$ cat src/rtl/core/bact_pkg.sv
// types, sizes and status codes of the bump allocator core
// no dependencies
package bact_pkg;
  localparam int unsigned HEAP_BYTES  = 1048576;
  localparam int unsigned TABLE_DEPTH = 1024;
  localparam int unsigned IDX_W = $clog2(TABLE_DEPTH);
  localparam int unsigned CNT_W = IDX_W + 1;
  localparam int unsigned OFS_W = 20;
  localparam int unsigned SIZE_W = 21;
  localparam int unsigned PTR_W = 21;

  localparam logic [2:0] ST_OK         = 3'd0;
  localparam logic [2:0] ST_ZERO       = 3'd1;
  localparam logic [2:0] ST_HEAP_FULL  = 3'd2;
  localparam logic [2:0] ST_TABLE_FULL = 3'd3;
  localparam logic [2:0] ST_NOT_FOUND  = 3'd4;
  localparam logic [2:0] ST_REL_FULL   = 3'd5;

  typedef struct packed {
    logic [OFS_W-1:0]  start;
    logic [SIZE_W-1:0] size;
  } ent_t;

  typedef struct packed {
    logic load;
    logic alloc;
    logic srch_rd;
    logic srch_step;
    logic set_nf;
    logic set_rf;
    logic ins_rd;
    logic ins_shift;
    logic ins_put;
    logic rem_rd;
    logic rem_shift;
    logic rem_fin;
    logic emit;
  } cmd_t;

  typedef struct packed {
    logic is_free;
    logic srch_done;
    logic hit;
    logic rel_full;
    logic ins_top;
    logic ins_move;
    logic rem_more;
    logic out_busy;
  } sts_t;
endpackage

$ cat src/rtl/core/bact_ctrl.sv
// sequencer for allocate and free items
// depends on bact_pkg
module bact_ctrl (
  input  logic            clk,
  input  logic            rst_n,
  input  logic            in_fire,
  input  bact_pkg::sts_t  sts,
  output logic            idle,
  output bact_pkg::cmd_t  cmd
);
  import bact_pkg::*;

  localparam logic [3:0] S_IDLE = 4'd0;
  localparam logic [3:0] S_DEC  = 4'd1;
  localparam logic [3:0] S_SRCH = 4'd2;
  localparam logic [3:0] S_SCMP = 4'd3;
  localparam logic [3:0] S_INS  = 4'd4;
  localparam logic [3:0] S_ICMP = 4'd5;
  localparam logic [3:0] S_REM  = 4'd6;
  localparam logic [3:0] S_RWR  = 4'd7;
  localparam logic [3:0] S_OUT  = 4'd8;

  logic [3:0] state_r, state_nxt;

  assign idle = (state_r == S_IDLE);

  always_comb begin
    state_nxt = state_r;
    cmd = '0;
    unique case (state_r)
      S_IDLE: begin
        if (in_fire) begin
          cmd.load = 1'b1;
          state_nxt = S_DEC;
        end
      end
      S_DEC: begin
        if (sts.is_free) begin
          state_nxt = S_SRCH;
        end else begin
          cmd.alloc = 1'b1;
          state_nxt = S_OUT;
        end
      end
      S_SRCH: begin
        if (sts.srch_done) begin
          cmd.set_nf = 1'b1;
          state_nxt = S_OUT;
        end else begin
          cmd.srch_rd = 1'b1;
          state_nxt = S_SCMP;
        end
      end
      S_SCMP: begin
        cmd.srch_step = 1'b1;
        if (!sts.hit) begin
          state_nxt = S_SRCH;
        end else if (sts.rel_full) begin
          cmd.set_rf = 1'b1;
          state_nxt = S_OUT;
        end else begin
          state_nxt = S_INS;
        end
      end
      S_INS: begin
        if (sts.ins_top) begin
          cmd.ins_put = 1'b1;
          state_nxt = S_REM;
        end else begin
          cmd.ins_rd = 1'b1;
          state_nxt = S_ICMP;
        end
      end
      S_ICMP: begin
        if (sts.ins_move) begin
          cmd.ins_shift = 1'b1;
          state_nxt = S_INS;
        end else begin
          cmd.ins_put = 1'b1;
          state_nxt = S_REM;
        end
      end
      S_REM: begin
        if (sts.rem_more) begin
          cmd.rem_rd = 1'b1;
          state_nxt = S_RWR;
        end else begin
          cmd.rem_fin = 1'b1;
          state_nxt = S_OUT;
        end
      end
      S_RWR: begin
        cmd.rem_shift = 1'b1;
        state_nxt = S_REM;
      end
      S_OUT: begin
        if (!sts.out_busy) begin
          cmd.emit = 1'b1;
          state_nxt = S_IDLE;
        end
      end
      default: state_nxt = S_IDLE;
    endcase
  end

  always_ff @(posedge clk) begin
    if (!rst_n) begin
      state_r <= S_IDLE;
    end else begin
      state_r <= state_nxt;
    end
  end
endmodule

$ cat config.mk
export PLATFORM = sky130hd
export DESIGN_NAME = bact_ctrl
export DESIGN_NICKNAME = d
export VERILOG_FILES = /design/src/rtl/core/bact_pkg.sv /design/src/rtl/core/bact_ctrl.sv
export SDC_FILE = /design/constraint.sdc
export NUM_CORES = 1
export LEC_CHECK = 0
export ABC_AREA = 1
export CAP_MARGIN = 20
export CORE_AREA = 2 2 39 41
export DETAILED_ROUTE_END_ITERATION = 12
export DIE_AREA = 0 0 41 43
export DONT_BUFFER_PORTS = 1
export PLACE_DENSITY_LB_ADDON = 0.05
export RECOVER_POWER = 100
export SYNTH_ARGS = -nofsm -noshare
export SYNTH_HDL_FRONTEND = slang
export SYNTH_SLANG_ARGS = --single-unit
$ cat constraint.sdc
create_clock -name clk -period 1.48 [get_ports clk]
set_input_delay 0.37 -clock clk [delete_from_list [all_inputs] [get_ports clk]]
set_output_delay 0.37 -clock clk [all_outputs]
set_load 0.02 [all_outputs]
==> impl_metrics.ini <==
[cells_and_area]
syn2layout_area_growth_pct = 47.1
largest_registers = state_r (4)
regMostFlops = state_r
drive_above_1_share_pct = 55.4
largest_reg_flops = 4
antennaDiodeCount = 0
final_cell_mix = 11 x inv_2, 11 x nand2_1, 10 x inv_1, 8 x nor2_1, 5 x buf_4
n_fill_cell = 159
layout.nets = 96

[min_path]
min_path_cells = 3
min_to = state_r[2]
hp-class = in2reg
worstHoldStart = sts[4]

[logic_synthesis]
ys_ff_latch = 4
synth-xor-area-share_pct = 0
yosysUniqueCellTypes = 15
synth-compound-area-share_pct = 7.01
synth_area_per_cell_um2 = 5.31
synth_top_area_share_pct = 20.4
synth_top_family_by_area = simple AND/OR/NAND/NOR gates
synthCells = 74
synth_top_area_cell = dfxtp_1
synth-adder-area-share_pct = 0
syn_nets = 85
yosysSeqAreaShare_pct = 20.4
synthSimpleGateAreaFrac_pct = 48.7
syn_area_um2 = 393
synth.area.top_cells = dfxtp_1 20%, inv_1 18%, nand2_1 15%
synthMuxAreaShare_pct = 0
synth_warnings = 0

[timing]
period_needed_ps = 1490
slew_viol_final = 0
setup_viol = 1
fin_ws_ps = -11.4
clock-skew-final_ps = 4.33
worst-slew-pin-transition_ps = 228
hold_slack_ps = 290
maxClockFrequency_ghz = 0.671
period_share_pct = 101
rsz0062_at_grt = yes
hold_violations = 0
maxSlewHeadroom_pct = 84.7

[floorplanning]
die_h_um = 43
core_area_um2 = 1380
start_util_pct = 28.4
fp.dieW_um = 41
io_pins = 25
placementRows = 14
die-area_um2 = 1760

[cts]
clock_latency_ps = 240
cts_tree = built
cts_sinks = 4
hold_buffers = 0
cts_buffers = 3
cts_buffer_depth = 2
ctsRootBufferMaster = clkbuf_4
clk_pin_slew_ps = 40
h-tree-depth = 1

[status]
status = complete, but fails checks
violations = negative setup slack

[setup_path]
critPathTopFamily = flip-flops
r2r-start = state_r[3]
path_class = reg2out
slowest_stage = dfxtp_4
r2r_setup_slack_ps = 320
cpPeakStageDelay_ps = 390
cp-startpoint = state_r[1]
start_kind = register
cp_max_fo = 5
cp.required_ps = 1110
crit_path_end_kind = primary output
reg2reg_depth = 8
critPathArrivalTime_ps = 1120
worstReg2RegEnd = state_r[2]
cp_num_buf_inv = 2
cp_cell_sequence = inv_4, nor2_2, nand3_1, inv_2

[routing]
postRouteAntennaNets = 0
dr.pass1.iters = 4
wl_per_cell_um = 11.2
drcViolationCount = 0
drtIter0Drc = 11
routed_wl_um = 1110
vias_per_cell = 4.72
vias = 467

[placed_design]
place.gp.congestion = 0.771
dpl.hpwl_um = 891
port_buffers = 0

[grt]
grt_pass1_vias = 391
grt_max_degree = 7
grt_pass1_wl_um = 1550
grt_antenna_before_repair = 0
gr-total-overflow = 0
track_usage_pct = 13.8

[pwr]
leakage_nw = 0.322
ir_drop_v = 0.000333
finalPower_w = 0.000521
p_per_area_nw_per_um2 = 902

[run]
maxCapViolCount = 0
final cells by class:
cell class,instances,area (um^2),share of cell area (%)
multi-input cells,45,294,50.9
clock buffers,3,22.5,3.90
inverters,25,104,18.0
well taps,16,20.0,3.46
repair buffers,6,48.8,8.44
flip-flops and latches,4,88.8,15.4
per-layer routing:
metal	global-route usage [%]	up-vias	part of all wire (%)
met1	17.4	203	45
met4	6.00	0	1.9
met3	8.38	2	6.7
met5	0	-	0
li1	-	243	-
met2	18.1	19	46
report_power, final:
group	internal, W	leakage, nW	total (W)	switching, W
Sequential	0.000125	0.0345	0.000154	0.0000285
Clock	0.0000913	0.0138	0.000144	0.0000527
Combinational	0.0000782	0.274	0.000224	0.000145
cells in the mapped netlist:
cell type,count
nand2_1,16
o22ai_2,1
inv_1,19
clkinv_1,1
dfxtp_1,4
o21ai_0,1
nor4_1,2
nor3_2,2
o21ai_1,1
nor2_2,3
inv_2,5
nand3_1,6
a21oi_1,1
nand4_1,2
nor2_1,10
what timing repair did:
| action | CTS | global route |
|---|---|---|
| pin swaps | 1 | 2 |
| setup buffers | 1 | 0 |
| endpoints found under the setup margin | 11 | 13 |
| endpoints found under the hold margin | 0 | 0 |
| gates resized for setup | 13 | 23 |
per-stage QoR:
stage / utilization, % / setup slack [ps] / cells / area, um^2 / setup TNS (ps)
6_report: 41.8 / -11.4 / 99 / 578 / -11.4
3_3_place_gp: 33.0 / 99.2 / 95 / 457 / 0
5_1_grt: 41.8 / -73.2 / 99 / 578 / -370
3_5_place_dp: 33.0 / 121 / 95 / 457 / 0
4_1_cts: 36.3 / 2.37 / 99 / 502 / 0
2_1_floorplan: - / -5.55 / 74 / 399 / -5.55
worst max-delay path by stage:
stage,end,cells past startpoint
finish,cmd[8],4
global route,cmd[8],4
CTS,cmd[6],5
detailed placement,cmd[3],4
global placement,cmd[3],4
floorplan,cmd[0],3
logic make-up after synthesis:
| group | Yosys count |
|---|---|
| simple gates | 41 |
| buf+inv | 25 |
| flops | 4 |
| compound gates | 4 |
worst register-to-register path, cell delays in order, from the launching register on:
cell	delay [ps]
dfxtp_1	320
nor2_2	140
buf_6	140
nand2_1	80
inv_2	120
nand2_1	80
o22ai_2	110
inv_2	40
nor2_1	70
No activity file was read; power rests on OpenSTA's default activity.
